File: config.mk
export PLATFORM = sky130hd
export DESIGN_NAME = bitplane_row_to_chunky_pixels_top_flat
export DESIGN_NICKNAME = d
export VERILOG_FILES = /design/src/rtl/bpc_pkg.sv /design/src/rtl/bpc_in_if.sv /design/src/rtl/bpc_out_if.sv /design/src/rtl/bpc_datapath.sv /design/src/rtl/bpc_ctrl.sv /design/src/rtl/bitplane_row_to_chunky_pixels_top.sv /design/src/flat_wrapper.sv
export SDC_FILE = /design/constraint.sdc
export NUM_CORES = 1
export LEC_CHECK = 0
export BUFFER_PORTS_ARGS = -buffer_cell sky130_fd_sc_hd__buf_2
export CAP_MARGIN = 20
export CELL_PAD_IN_SITES_DETAIL_PLACEMENT = 1
export CELL_PAD_IN_SITES_GLOBAL_PLACEMENT = 1
export CORE_AREA = 8 8 142 144
export CTS_CLUSTER_SIZE = 16
export DETAILED_ROUTE_END_ITERATION = 7
export DIE_AREA = 0 0 150 152
export GPL_ROUTABILITY_DRIVEN = 0
export MAX_ROUTING_LAYER = met4
export PLACE_DENSITY_LB_ADDON = 0.15
export SLEW_MARGIN = 0
export SYNTH_ARGS = -nofsm -noshare
export SYNTH_HDL_FRONTEND = slang
export SYNTH_SLANG_ARGS = --single-unit
File: constraint.sdc
create_clock -name i_clk -period 3.4 [get_ports i_clk]
set_input_delay 0.34 -clock i_clk [delete_from_list [all_inputs] [get_ports i_clk]]
set_output_delay 0.34 -clock i_clk [all_outputs]
set_load 0.05 [all_outputs]
File: src/rtl/bpc_pkg.sv
// Shared types and constants for the bitplane row to chunky pixel converter.
`timescale 1ns / 1ps
package bpc_pkg;

    localparam int GROUP_PIXELS = 16;
    localparam int PLANE_BYTES  = 16;
    localparam int IDX_W        = $clog2(GROUP_PIXELS);

    // configuration register indexes
    localparam logic [1:0] CFG_PIXEL_DEPTH = 2'd0;
    localparam logic [1:0] CFG_LAYOUT_MODE = 2'd1;
    localparam logic [1:0] CFG_INVERT_MONO = 2'd2;

    // layout codes
    localparam logic [1:0] LAYOUT_PLANAR = 2'd0;
    localparam logic [1:0] LAYOUT_BYTE   = 2'd1;
    localparam logic [1:0] LAYOUT_PACKED = 2'd2;
    localparam logic [1:0] LAYOUT_NONE   = 2'd3;

    // direct color depths
    localparam logic [5:0] DEPTH_RGB565 = 6'd16;
    localparam logic [5:0] DEPTH_RGB24  = 6'd24;
    localparam logic [5:0] DEPTH_XRGB32 = 6'd32;

    typedef enum logic [2:0] {
        K_BAD,
        K_COPY,
        K_PACK,
        K_RGB,
        K_PLANE
    } t_kind;

    typedef enum logic {
        ST_IDLE,
        ST_EMIT
    } t_state;

    typedef struct packed {
        logic             load;
        logic             step;
        logic [IDX_W-1:0] idx;
    } t_dp_cmd;

    typedef struct packed {
        logic             has_out;
        logic [IDX_W-1:0] last_idx;
    } t_dp_sts;

endpackage

File: src/rtl/bpc_in_if.sv
// Input channel: source bytes of an image row.
`timescale 1ns / 1ps
interface bpc_in_if;
    logic       valid;
    logic       ready;
    logic [7:0] source_byte;
    logic       row_start;

    modport source (output valid, output source_byte, output row_start, input ready);
    modport sink   (input valid, input source_byte, input row_start, output ready);
endinterface

File: src/rtl/bpc_out_if.sv
// Output channel: chunky pixel bytes.
`timescale 1ns / 1ps
interface bpc_out_if;
    logic       valid;
    logic       ready;
    logic [7:0] pixel_value;
    logic       last_of_item;
    logic       bad_format;

    modport source (output valid, output pixel_value, output last_of_item,
                    output bad_format, input ready);
    modport sink   (input valid, input pixel_value, input last_of_item,
                    input bad_format, output ready);
endinterface

File: src/rtl/bpc_datapath.sv
// Datapath: config registers, format decode, plane byte store and pixel select.
`timescale 1ns / 1ps
module bpc_datapath #(
    parameter int MAX_PLANES = 8
) (
    input  logic                     i_clk,
    input  logic                     i_rst_n,
    input  logic                     i_cfg_we,
    input  logic [1:0]               i_cfg_idx,
    input  logic [5:0]               i_cfg_data,
    input  logic [7:0]               i_source_byte,
    input  logic                     i_row_start,
    input  bpc_pkg::t_dp_cmd         i_cmd,
    output bpc_pkg::t_dp_sts         o_sts,
    output logic [7:0]               o_pixel_value,
    output logic                     o_bad_format
);

    localparam int IW = bpc_pkg::IDX_W;

    // configuration
    logic [5:0] r_depth;
    logic [1:0] r_layout;
    logic       r_invert;

    // item state
    logic [IW-1:0]      r_gp, n_gp;
    bpc_pkg::t_kind     r_kind, n_kind;
    logic [7:0]         r_byte;
    logic [1:0]         r_plog, n_plog;
    logic [7:0]         r_pmask, n_pmask;
    logic [7:0]         r_plane [bpc_pkg::PLANE_BYTES];

    logic [IW-1:0] gp_eff;
    logic [7:0]    b_eff;
    logic          is_rgb, is_small, is_pow2, fmt_bad;
    logic          plane_we, has_out;
    logic [IW-1:0] last_idx;
    logic [15:0]   w_plane [8];
    logic [7:0]    pl_pix, pack_pix, rgb_pix;

    always_ff @(posedge i_clk) begin
        if (!i_rst_n) begin
            r_depth  <= 6'd1;
            r_layout <= bpc_pkg::LAYOUT_PLANAR;
            r_invert <= 1'b0;
        end else if (i_cfg_we) begin
            unique case (i_cfg_idx)
                bpc_pkg::CFG_PIXEL_DEPTH: r_depth  <= i_cfg_data;
                bpc_pkg::CFG_LAYOUT_MODE: r_layout <= i_cfg_data[1:0];
                bpc_pkg::CFG_INVERT_MONO: r_invert <= i_cfg_data[0];
                default: ;
            endcase
        end
    end

    // decode of the incoming word
    always_comb begin
        gp_eff   = i_row_start ? '0 : r_gp;
        b_eff    = (r_depth == 6'd1 && r_invert) ? ~i_source_byte : i_source_byte;
        is_rgb   = (r_depth == bpc_pkg::DEPTH_RGB565) || (r_depth == bpc_pkg::DEPTH_RGB24)
                   || (r_depth == bpc_pkg::DEPTH_XRGB32);
        is_small = (r_depth >= 6'd1) && (r_depth <= 6'd8);
        is_pow2  = (r_depth == 6'd1) || (r_depth == 6'd2) || (r_depth == 6'd4)
                   || (r_depth == 6'd8);
        fmt_bad  = !is_rgb && (!is_small || (r_layout == bpc_pkg::LAYOUT_NONE)
                   || (r_layout == bpc_pkg::LAYOUT_PACKED && !is_pow2)
                   || (r_layout == bpc_pkg::LAYOUT_PLANAR && r_depth > 6'd1
                       && r_depth > 6'(MAX_PLANES)));

        for (int p = 0; p < 8; p++) begin
            n_pmask[p] = 6'(p) < r_depth;
        end
        unique case (r_depth)
            6'd2:    n_plog = 2'd1;
            6'd4:    n_plog = 2'd2;
            6'd8:    n_plog = 2'd3;
            default: n_plog = 2'd0;
        endcase

        n_gp     = gp_eff;
        n_kind   = bpc_pkg::K_BAD;
        plane_we = 1'b0;
        has_out  = 1'b1;
        last_idx = '0;
        if (fmt_bad) begin
            n_kind = bpc_pkg::K_BAD;
        end else if (is_small) begin
            if (r_layout == bpc_pkg::LAYOUT_BYTE) begin
                n_kind = bpc_pkg::K_COPY;
                n_gp   = '0;
            end else if (r_layout == bpc_pkg::LAYOUT_PACKED || r_depth == 6'd1) begin
                n_kind   = bpc_pkg::K_PACK;
                last_idx = IW'(4'd7 >> n_plog);
                n_gp     = '0;
            end else begin
                n_kind   = bpc_pkg::K_PLANE;
                plane_we = 1'b1;
                if (({1'b0, gp_eff} + 5'd1) >= {r_depth[3:0], 1'b0}) begin
                    last_idx = IW'(bpc_pkg::GROUP_PIXELS - 1);
                    n_gp     = '0;
                end else begin
                    has_out = 1'b0;
                    n_gp    = gp_eff + 1'b1;
                end
            end
        end else if (r_depth == bpc_pkg::DEPTH_RGB565) begin
            n_kind = bpc_pkg::K_RGB;
            if (gp_eff == '0) begin
                // high byte of the word goes to plane store entry zero
                plane_we = 1'b1;
                has_out  = 1'b0;
                n_gp     = IW'(1);
            end else begin
                last_idx = IW'(2);
                n_gp     = '0;
            end
        end else if (r_depth == bpc_pkg::DEPTH_RGB24) begin
            n_kind = bpc_pkg::K_COPY;
            n_gp   = '0;
        end else begin
            n_kind = bpc_pkg::K_COPY;
            if (gp_eff == '0) begin
                has_out = 1'b0;   // pad byte
                n_gp    = IW'(1);
            end else begin
                n_gp = (gp_eff >= IW'(3)) ? '0 : gp_eff + 1'b1;
            end
        end
    end

    assign o_sts.has_out  = has_out;
    assign o_sts.last_idx = last_idx;

    always_ff @(posedge i_clk) begin
        if (!i_rst_n) begin
            r_gp   <= '0;
            r_kind <= bpc_pkg::K_BAD;
        end else if (i_cmd.load) begin
            r_gp   <= n_gp;
            r_kind <= n_kind;
        end
    end

    always_ff @(posedge i_clk) begin
        if (i_cmd.load) begin
            r_byte  <= b_eff;
            r_plog  <= n_plog;
            r_pmask <= n_pmask;
            if (plane_we) begin
                r_plane[gp_eff] <= b_eff;
            end
        end else if (i_cmd.step && r_kind == bpc_pkg::K_PACK) begin
            r_byte <= r_byte << (4'd1 << r_plog);
        end
    end

    // pixel select
    always_comb begin
        for (int p = 0; p < 8; p++) begin
            w_plane[p] = {r_plane[2 * p], r_plane[2 * p + 1]};
        end
        pl_pix = '0;
        for (int p = 0; p < MAX_PLANES; p++) begin
            pl_pix[p] = r_pmask[p] & w_plane[p][4'd15 - i_cmd.idx];
        end

        unique case (r_plog)
            2'd0:    pack_pix = {7'b0, r_byte[7]};
            2'd1:    pack_pix = {6'b0, r_byte[7:6]};
            2'd2:    pack_pix = {4'b0, r_byte[7:4]};
            default: pack_pix = r_byte;
        endcase

        unique case (i_cmd.idx[1:0])
            2'd0:    rgb_pix = {r_plane[0][7:3], 3'b0};
            2'd1:    rgb_pix = {r_plane[0][2:0], r_byte[7:5], 2'b0};
            default: rgb_pix = {r_byte[4:0], 3'b0};
        endcase

        unique case (r_kind)
            bpc_pkg::K_COPY:  o_pixel_value = r_byte;
            bpc_pkg::K_PACK:  o_pixel_value = pack_pix;
            bpc_pkg::K_RGB:   o_pixel_value = rgb_pix;
            bpc_pkg::K_PLANE: o_pixel_value = pl_pix;
            default:          o_pixel_value = '0;
        endcase
    end

    assign o_bad_format = (r_kind == bpc_pkg::K_BAD);

endmodule

File: src/rtl/bpc_ctrl.sv
// Controller: accepts input words and sequences the results of each one.
`timescale 1ns / 1ps
module bpc_ctrl (
    input  logic             i_clk,
    input  logic             i_rst_n,
    input  logic             i_in_valid,
    output logic             o_in_ready,
    output logic             o_out_valid,
    input  logic             i_out_ready,
    output logic             o_out_last,
    input  bpc_pkg::t_dp_sts i_sts,
    output bpc_pkg::t_dp_cmd o_cmd
);

    localparam int IW = bpc_pkg::IDX_W;

    bpc_pkg::t_state r_state, n_state;
    logic [IW-1:0]   r_k, n_k;
    logic [IW-1:0]   r_last, n_last;
    logic            out_fire, at_last, load;

    always_ff @(posedge i_clk) begin
        if (!i_rst_n) begin
            r_state <= bpc_pkg::ST_IDLE;
            r_k     <= '0;
            r_last  <= '0;
        end else begin
            r_state <= n_state;
            r_k     <= n_k;
            r_last  <= n_last;
        end
    end

    always_comb begin
        out_fire   = (r_state == bpc_pkg::ST_EMIT) && i_out_ready;
        at_last    = (r_k == r_last);
        // next word may enter on the cycle the last result leaves
        o_in_ready = (r_state == bpc_pkg::ST_IDLE) || (out_fire && at_last);
        load       = i_in_valid && o_in_ready;

        n_state = r_state;
        n_k     = r_k;
        n_last  = r_last;
        unique case (r_state)
            bpc_pkg::ST_IDLE: begin
                if (load && i_sts.has_out) begin
                    n_state = bpc_pkg::ST_EMIT;
                    n_k     = '0;
                    n_last  = i_sts.last_idx;
                end
            end
            bpc_pkg::ST_EMIT: begin
                if (out_fire) begin
                    if (at_last) begin
                        if (load && i_sts.has_out) begin
                            n_k    = '0;
                            n_last = i_sts.last_idx;
                        end else begin
                            n_state = bpc_pkg::ST_IDLE;
                        end
                    end else begin
                        n_k = r_k + 1'b1;
                    end
                end
            end
            default: n_state = bpc_pkg::ST_IDLE;
        endcase

        o_cmd.load = load;
        o_cmd.step = out_fire;
        o_cmd.idx  = r_k;
    end

    assign o_out_valid = (r_state == bpc_pkg::ST_EMIT);
    assign o_out_last  = at_last;

`ifndef SYNTHESIS
    a_k_bound: assert property (@(posedge i_clk) disable iff (!i_rst_n)
        (r_state == bpc_pkg::ST_EMIT) |-> (r_k <= r_last))
        else $error("result counter past last index");

    a_load_start: assert property (@(posedge i_clk) disable iff (!i_rst_n)
        (load && i_sts.has_out) |=> (r_state == bpc_pkg::ST_EMIT && r_k == '0))
        else $error("loaded word did not start at its first result");

    a_step: assert property (@(posedge i_clk) disable iff (!i_rst_n)
        (out_fire && !at_last) |=> (r_k == $past(r_k) + 1'b1))
        else $error("result counter did not advance");
`endif

endmodule

File: src/rtl/bitplane_row_to_chunky_pixels_top.sv
// Top level of the bitplane row to chunky pixel converter.
//
//  channel   dir  handshake      payload
//  i_in      in   valid/ready    source_byte[7:0], row_start
//  o_out     out  valid/ready    pixel_value[7:0], last_of_item, bad_format
//  i_cfg_*   in   i_cfg_we       i_cfg_idx[1:0], i_cfg_data[5:0]
//
// A word is taken, then its results go out one per cycle while o_out is ready:
// 8/depth for packed, 16 per completed planar group, 3 per RGB565 pixel,
// 1 otherwise. The next word is taken on the cycle the last result leaves;
// after a word with no result the block stays ready for the next word.
// Reset is synchronous; the plane byte store is not cleared.
// A stalled output holds the result counter and blocks input.
`timescale 1ns / 1ps
module bitplane_row_to_chunky_pixels_top #(
    parameter int MAX_PLANES = 8
) (
    input  logic       i_clk,
    input  logic       i_rst_n,
    input  logic       i_cfg_we,
    input  logic [1:0] i_cfg_idx,
    input  logic [5:0] i_cfg_data,
    bpc_in_if.sink     i_in,
    bpc_out_if.source  o_out
);

    bpc_pkg::t_dp_cmd cmd;
    bpc_pkg::t_dp_sts sts;
    logic             in_ready, out_valid, out_last;
    logic [7:0]       pixel_value;
    logic             bad_format;

    bpc_ctrl u_ctrl (
        .i_clk       (i_clk),
        .i_rst_n     (i_rst_n),
        .i_in_valid  (i_in.valid),
        .o_in_ready  (in_ready),
        .o_out_valid (out_valid),
        .i_out_ready (o_out.ready),
        .o_out_last  (out_last),
        .i_sts       (sts),
        .o_cmd       (cmd)
    );

    bpc_datapath #(
        .MAX_PLANES (MAX_PLANES)
    ) u_datapath (
        .i_clk         (i_clk),
        .i_rst_n       (i_rst_n),
        .i_cfg_we      (i_cfg_we),
        .i_cfg_idx     (i_cfg_idx),
        .i_cfg_data    (i_cfg_data),
        .i_source_byte (i_in.source_byte),
        .i_row_start   (i_in.row_start),
        .i_cmd         (cmd),
        .o_sts         (sts),
        .o_pixel_value (pixel_value),
        .o_bad_format  (bad_format)
    );

    assign i_in.ready         = in_ready;
    assign o_out.valid        = out_valid;
    assign o_out.pixel_value  = pixel_value;
    assign o_out.last_of_item = out_last;
    assign o_out.bad_format   = bad_format;

endmodule

File: src/flat_wrapper.sv
// flat-port wrapper written by rule: the top's interface ports become plain ports
module bitplane_row_to_chunky_pixels_top_flat 
#(
    parameter int MAX_PLANES = 8
)
  (i_clk, i_rst_n, i_cfg_we, i_cfg_idx, i_cfg_data, i_in_valid, i_in_source_byte, i_in_row_start, i_in_ready, o_out_valid, o_out_pixel_value, o_out_last_of_item, o_out_bad_format, o_out_ready);
  bpc_in_if i_in_i ();
  bpc_out_if o_out_i ();
  input  logic i_clk;
  input  logic i_rst_n;
  input  logic i_cfg_we;
  input  logic [1:0] i_cfg_idx;
  input  logic [5:0] i_cfg_data;
  input wire logic [$bits(i_in_i.valid)-1:0] i_in_valid;
  input wire logic [$bits(i_in_i.source_byte)-1:0] i_in_source_byte;
  input wire logic [$bits(i_in_i.row_start)-1:0] i_in_row_start;
  output wire logic [$bits(i_in_i.ready)-1:0] i_in_ready;
  output wire logic [$bits(o_out_i.valid)-1:0] o_out_valid;
  output wire logic [$bits(o_out_i.pixel_value)-1:0] o_out_pixel_value;
  output wire logic [$bits(o_out_i.last_of_item)-1:0] o_out_last_of_item;
  output wire logic [$bits(o_out_i.bad_format)-1:0] o_out_bad_format;
  input wire logic [$bits(o_out_i.ready)-1:0] o_out_ready;
  assign i_in_i.valid = i_in_valid;
  assign i_in_i.source_byte = i_in_source_byte;
  assign i_in_i.row_start = i_in_row_start;
  assign i_in_ready = i_in_i.ready;
  assign o_out_valid = o_out_i.valid;
  assign o_out_pixel_value = o_out_i.pixel_value;
  assign o_out_last_of_item = o_out_i.last_of_item;
  assign o_out_bad_format = o_out_i.bad_format;
  assign o_out_i.ready = o_out_ready;
  bitplane_row_to_chunky_pixels_top #(.MAX_PLANES(MAX_PLANES)) u_core (.i_clk(i_clk), .i_rst_n(i_rst_n), .i_cfg_we(i_cfg_we), .i_cfg_idx(i_cfg_idx), .i_cfg_data(i_cfg_data), .i_in(i_in_i), .o_out(o_out_i));
endmodule
==> results.tsv, run 1 <==
stage	metric	value	unit
worst_setup_path	crit path kind	flop to output port	
floorplan	width of the die	150	µm
hold_path	hold crit path type	input port to flop	
clocking	CTS max path bufs	2	
clocking	Clock Latency Late Sink	430	ps
drt	ANT nets after route	0	
worst_setup_path	CP Cell Sequence	buf_12 > mux4_2 > mux2i_1 > nand2_1 > o2111ai_1 > o211ai_1 > buf_2	
run_status	status	complete, no violations	
final_layout	most frequent cells in the layout	edfxtp_1 (146), nand2_1 (71), buf_4 (38), mux4_2 (34)	
clocking	clock root buffer	clkbuf_16	
final_layout	Seq. cell area	0.00489	mm²
clocking	# clock sinks	171	
final_layout	leading cell type in the layout, fill and taps excluded	edfxtp_1	
clocking	CTS Hold Bufs	0	
yosys	Yosys top cell by area	edfxtp_1	
yosys	Synth Register Bits	171	
job	max cap viols	0	
yosys	synth warn	0	
clocking	H-tree Lvls	4	
sta	final hold vios	0	
yosys	top post-synthesis cells by area	edfxtp_1 (56%), mux4_2 (9.7%), dfxtp_1 (6.3%)	
sta	RSZ-0062 raised after global routing	no	
floorplan	initial core utilization	0.444	
worst_setup_path	CP Buf/Inv Count	2	
worst_setup_path	CP max FO	25	
final_layout	area of the multi-input gates	0.00284	mm²
yosys	sequential fraction of the synthesis area	0.619	
worst_setup_path	CP delay by family, top	multiplexers	
placed_design	I/O Buffers	33	
clocking	clk slew on worst S/H paths	60	ps
drt	DR iter-0 viols	305	
sta	worst-margin pin slew	938	ps
clocking	TritonCTS clock tree	yes	
floorplan	die height	152	µm
yosys	syn_nets	604	
worst_setup_path	CP max stage cell	dfxtp_2	
sta	relative slew slack	0.368	
yosys	Synth cell types	67	
final_layout	area delta synth->final	15.1	%
grt	final global-route overflow total	0	
sta	Hold Slack	169	ps
sta	setup tns final	0	ps
yosys	Synth top area share	0.556	
yosys	Syn Std Cell Area	0.00789	mm²
worst_setup_path	Startpoint Class	flop	
grt	GRT Total Usage	0.184	
floorplan	core area	0.0178	mm²
clocking	Post-CTS Resized	0	
floorplan	I/O pins	34	
power_and_ir_drop	Lkg Pwr	3.08	nW
drt	routed len/inst	22.7	µm
yosys	ys flop type	edfxtp_1	
sta	Fin Clk Skew	11.4	ps
clocking	CTS Buf Count	17	
yosys	Post-synth EDFFs	146	
worst_setup_path	Worst Path Arrival	2790	ps
final_layout	final net count	665	
worst_setup_path	CP peak stage delay	590	ps
power_and_ir_drop	Power Dens Cells	556	mW/mm²
drt	Routed WL	19.9	mm
sta	fin crit period	3130	ps
clocking	Post-CTS Setup Repair Bufs	0	
drt	Via Count	5007	
drt	Post-route DRC	0	
sta	Max Freq	0.319	GHz
sta	Final Cycle Share	0.922	
sta	Final setup violation count	0	
final_layout	layout cells sized above 1	0.231	
worst_setup_path	Worst Setup End Kind	output port	
power_and_ir_drop	total chip power	5.06	mW
worst_setup_path	required time of the worst setup path	3060	ps
drt	vias per cell	5.70	
power_and_ir_drop	Peak VDD IR	0.000356	V
yosys	fraction of registers with async set/reset	0	
grt	number of global-route vias before repair	5358	
sta	max-slew violations	0	
drt	drt first pass iters	5	
grt	largest net degree at the start of global routing	29	
grt	initial antenna violation count	2	
placed_design	hpwl dp	13.5	mm
floorplan	die outline area	0.0228	mm²
grt	first-pass GRT wire length	30.7	mm
final_layout	# fillers	1799	
floorplan	num rows	49	
yosys	Mapped Avg Cell Area	13.7	µm²
yosys	Post-Syn Instances	575	
[state kept, by name (all words and copies together) (netlist names), 2 cells and up]
signal / cells
u_core.u_datapath.r_plane: 128
u_core.u_datapath.r_byte: 8
u_core.u_datapath.r_pmask: 8
u_core.u_datapath.r_depth: 6
u_core.u_ctrl.r_k: 4
u_core.u_ctrl.r_last: 4
u_core.u_datapath.r_gp: 4
u_core.u_datapath.r_kind: 3
u_core.u_datapath.r_layout: 2
u_core.u_datapath.r_plog: 2
[metrics by stage]
step                      instances  area, µm²  utilization  worst slack, ps
final                           879       9090        0.511              266
after floorplan                 575       7890            -             45.4
after global routing            879       9090        0.511             57.4
after CTS                       877       9080        0.510              180
after global placement          845       8510        0.479              520
after detailed placement        845       8510        0.479              380
[worst paths after layout]
kind	start	to	slack (ps)	cells past startpoint
max reg2reg	u_core.u_datapath.r_gp[0]	u_core.u_ctrl.r_k[0]	350	10
min	i_cfg_data[4]	u_core.u_datapath.r_depth[4]	170	3
max	u_core.u_ctrl.r_k[0]	o_out_pixel_value[1]	270	7
min reg2reg	u_core.u_ctrl.r_last[3]	u_core.u_ctrl.r_last[3]	490	2
[kinds of logic (layout without fill, tap and decap cells)]
group,Yosys count,count (layout),synth area share
flops,171,171,0.619
mux,50,50,0.117
simple gates,193,193,0.126
buf+inv,40,114,0.0217
other cells,0,1,0
xor+xnor,18,18,0.0200
compound gates,95,95,0.0839
fa+ha+maj,8,8,0.0124
[final cells by class]
type	instances	share of cell area
clock buffers	18	0.0472
repair buffers	72	0.0518
multi-input cells	364	0.312
well taps	229	0.0315
diodes	1	0.000275
inverters	10	0.00413
flip-flops and latches	171	0.538
clock inverters	14	0.0153
[synth_stat cells, types with 4 or more instances]
cell,instances
nor2_1,33
a22oi_1,6
nor2b_1,21
mux2i_1,15
inv_1,8
o21ai_0,16
a21boi_0,4
nor3b_1,6
nor4_1,7
nand2b_1,6
xnor2_1,12
ha_1,7
clkbuf_1,22
nand3b_1,4
a21oi_1,32
nand2_1,71
xor2_1,6
edfxtp_1,146
nand3_1,11
mux4_2,34
nor3_1,7
or3_1,6
buf_2,5
o2111ai_1,7
dfxtp_1,25
[metal layers]
metal,track usage,part of all wire,vias up
li1,-,-,2334
met3,0.0356,0.048,19
met5,-,0,-
met2,0.288,0.49,127
met1,0.241,0.45,2527
met4,0.0524,0.011,0
[where the power goes]
| part | switching (mW) | leakage (nW) | internal, mW |
|---|---|---|---|
| clock | 0.844 | 0.269 | 1.02 |
| sequential | 0.0998 | 1.53 | 2.39 |
| combinational | 0.461 | 1.28 | 0.239 |
[worst reg2reg max path: cells and delay by family, from the launching register on]
kind / cells / cell delay [ps]
AO/OA/AOI/OAI: 3 / 1000
AND/OR/NAND/NOR: 5 / 900
flip-flops: 1 / 530
adder cells (fa/ha/maj): 1 / 290
XOR/XNOR: 1 / 230
No activity file was read; power rests on OpenSTA's default activity.
==> run 2: changes to the inputs <==
--- a/config.mk
+++ b/config.mk
@@ -9,10 +9,10 @@
 export CAP_MARGIN = 20
 export CELL_PAD_IN_SITES_DETAIL_PLACEMENT = 1
 export CELL_PAD_IN_SITES_GLOBAL_PLACEMENT = 1
-export CORE_AREA = 8 8 142 144
+export CORE_AREA = 8 8 134 136
 export CTS_CLUSTER_SIZE = 16
 export DETAILED_ROUTE_END_ITERATION = 7
-export DIE_AREA = 0 0 150 152
+export DIE_AREA = 0 0 142 144
 export GPL_ROUTABILITY_DRIVEN = 0
 export MAX_ROUTING_LAYER = met4
 export PLACE_DENSITY_LB_ADDON = 0.15
@@ -20,3 +20,4 @@
 export SYNTH_ARGS = -nofsm -noshare
 export SYNTH_HDL_FRONTEND = slang
 export SYNTH_SLANG_ARGS = --single-unit
+export TNS_END_PERCENT = 1
==> results.tsv, run 2 (synthesized netlist as in run 1, its figures left out) <==
stage	metric	value	unit
drt	Via Count	5090	
power_and_ir_drop	Power Dens Cells	565	mW/mm²
floorplan	die height	144	µm
sta	relative slew slack	0.392	
final_layout	Reg with most FFs	u_core.u_datapath.r_plane	
floorplan	die outline area	0.0204	mm²
worst_setup_path	R2R Setup Slk	300	ps
grt	GRT Total Usage	0.212	
grt	initial antenna violation count	1	
clocking	Clock Latency Late Sink	430	ps
worst_setup_path	Worst Setup End Kind	flop	
final_layout	Top Registers	u_core.u_datapath.r_plane (128), u_core.u_datapath.r_byte (8), u_core.u_datapath.r_pmask (8)	
sta	RSZ-0062 raised after global routing	no	
power_and_ir_drop	Lkg Pwr	3.06	nW
floorplan	width of the die	142	µm
worst_setup_path	R2R cell count	10	
sta	setup tns final	0	ps
drt	vias per cell	5.90	
placed_design	DP Area	0.00846	mm²
drt	ANT nets after route	0	
worst_setup_path	Startpoint Class	flop	
sta	final hold vios	0	
sta	Hold Slack	175	ps
clocking	# clock sinks	171	
drt	routed len/inst	23.3	µm
final_layout	final net count	659	
clocking	clock root buffer	clkbuf_16	
hold_path	Min-Delay Startpoint	i_cfg_data[3]	
placed_design	hpwl dp	13.5	mm
worst_setup_path	R2R Path Start	u_core.u_datapath.r_gp[0]	
drt	Routed WL	20.1	mm
clocking	H-tree Lvls	4	
final_layout	Post-Layout Cell Count	863	
power_and_ir_drop	total chip power	5.11	mW
final_layout	area delta synth->final	14.7	%
sta	worst-margin pin slew	903	ps
worst_setup_path	reg2reg end	u_core.u_ctrl.r_k[0]	
placed_design	Placed Cells	831	
drt	DR iter-0 viols	386	
final_layout	most frequent cells in the layout	edfxtp_1 (146), nand2_1 (71), mux4_2 (34), nor2_1 (33), buf_2 (33)	
job	max cap viols	0	
worst_setup_path	Worst Path Arrival	3430	ps
clocking	CTS Buf Count	17	
floorplan	num rows	47	
clocking	Post-CTS Setup Repair Bufs	0	
drt	Post-route DRC	0	
sta	fin crit period	3100	ps
grt	first-pass GRT wire length	31.1	mm
drt	drt first pass iters	5	
hold_path	hold endpoint	u_core.u_datapath.r_depth[3]	
hold_path	hold path cells	3	
hold_path	hold crit path type	input port to flop	
grt	largest net degree at the start of global routing	38	
final_layout	leading cell type in the layout, fill and taps excluded	edfxtp_1	
floorplan	core area	0.0161	mm²
run_status	status	complete, no violations	
sta	Fin Clk Skew	13.2	ps
final_layout	final design area excluding fillers	0.00905	mm²
placed_design	I/O Buffers	33	
grt	final global-route overflow total	0	
final_layout	max FFs per register	128	
final_layout	layout cells sized above 1	0.224	
floorplan	initial core utilization	0.492	
clocking	TritonCTS clock tree	yes	
clocking	CTS Hold Bufs	0	
sta	Final setup violation count	0	
sta	Max Freq	0.323	GHz
power_and_ir_drop	Peak VDD IR	0.000362	V
grt	number of global-route vias before repair	5389	
clocking	Post-CTS Resized	0	
clocking	clk slew on worst S/H paths	60	ps
sta	max-slew violations	0	
floorplan	I/O pins	34	
worst_setup_path	required time of the worst setup path	3740	ps
worst_setup_path	crit path kind	flop to flop	
sta	Final Cycle Share	0.911	
worst_setup_path	CP max FO	10	
clocking	CTS max path bufs	2	
==> run 2: changes by cell type in the layout (fill, tap and decap cells not counted), sizes merged <==
cell,before,now
buf,72,66
bufinv,1,2
clkinv,7,5
clkinvlp,3,2
inv,13,14
==> run 2: stage by stage <==
step | setup WS (ps) | utilization
2_1_floorplan | 45.4 | -
3_3_place_gp | 531 | 0.527
3_5_place_dp | 396 | 0.527
4_1_cts | 350 | 0.563
5_1_grt | 50.1 | 0.564
6_report | 303 | 0.564
==> run 2: power breakdown <==
group	internal, mW	switching [mW]	leakage, nW
registers	2.39	0.0977	1.53
logic	0.234	0.468	1.25
clock network	1.10	0.828	0.281
==> run 2: final cells by class <==
class	count	area, µm²
fillers	1569	7010
flip-flops and latches	171	4890
inverters	10	37.5
multi-input cells	364	2840
repair buffers	66	425
well taps	220	275
clock buffers	18	429
clock inverters	13	156
diodes	1	2.50
==> run 2: how the worst max path moves through the flow <==
stage	end	from
2_1_floorplan	u_core.u_datapath.r_plane[12][0]	u_core.u_ctrl.r_k[0]
3_3_place_gp	u_core.u_ctrl.r_k[0]	u_core.u_datapath.r_gp[0]
3_5_place_dp	u_core.u_ctrl.r_k[0]	u_core.u_datapath.r_gp[0]
4_1_cts	u_core.u_ctrl.r_k[0]	u_core.u_datapath.r_gp[0]
5_1_grt	u_core.u_ctrl.r_k[0]	u_core.u_datapath.r_gp[0]
6_report	u_core.u_ctrl.r_k[0]	u_core.u_datapath.r_gp[0]
==> run 2: worst max-delay path: stages, from the launching register on <==
cell,delay (ps)
dfxtp_1,530
nand2_1,180
xnor2_1,270
nor2_1,80
ha_1,290
and4b_1,180
o311ai_0,510
nand4_1,270
o21ai_0,220
a21oi_1,250
nor3b_1,240
==> run 2: metal layers <==
metal  routed length (µm)  part of all wire  track usage  vias to the layer above
met2                 9820              0.49        0.335                      140
met1                 9180              0.46        0.271                     2604
li1                     -                 -            -                     2326
met4                  248             0.012       0.0673                        0
met5                    0                 0            -                        -
met3                  888             0.044       0.0466                       20
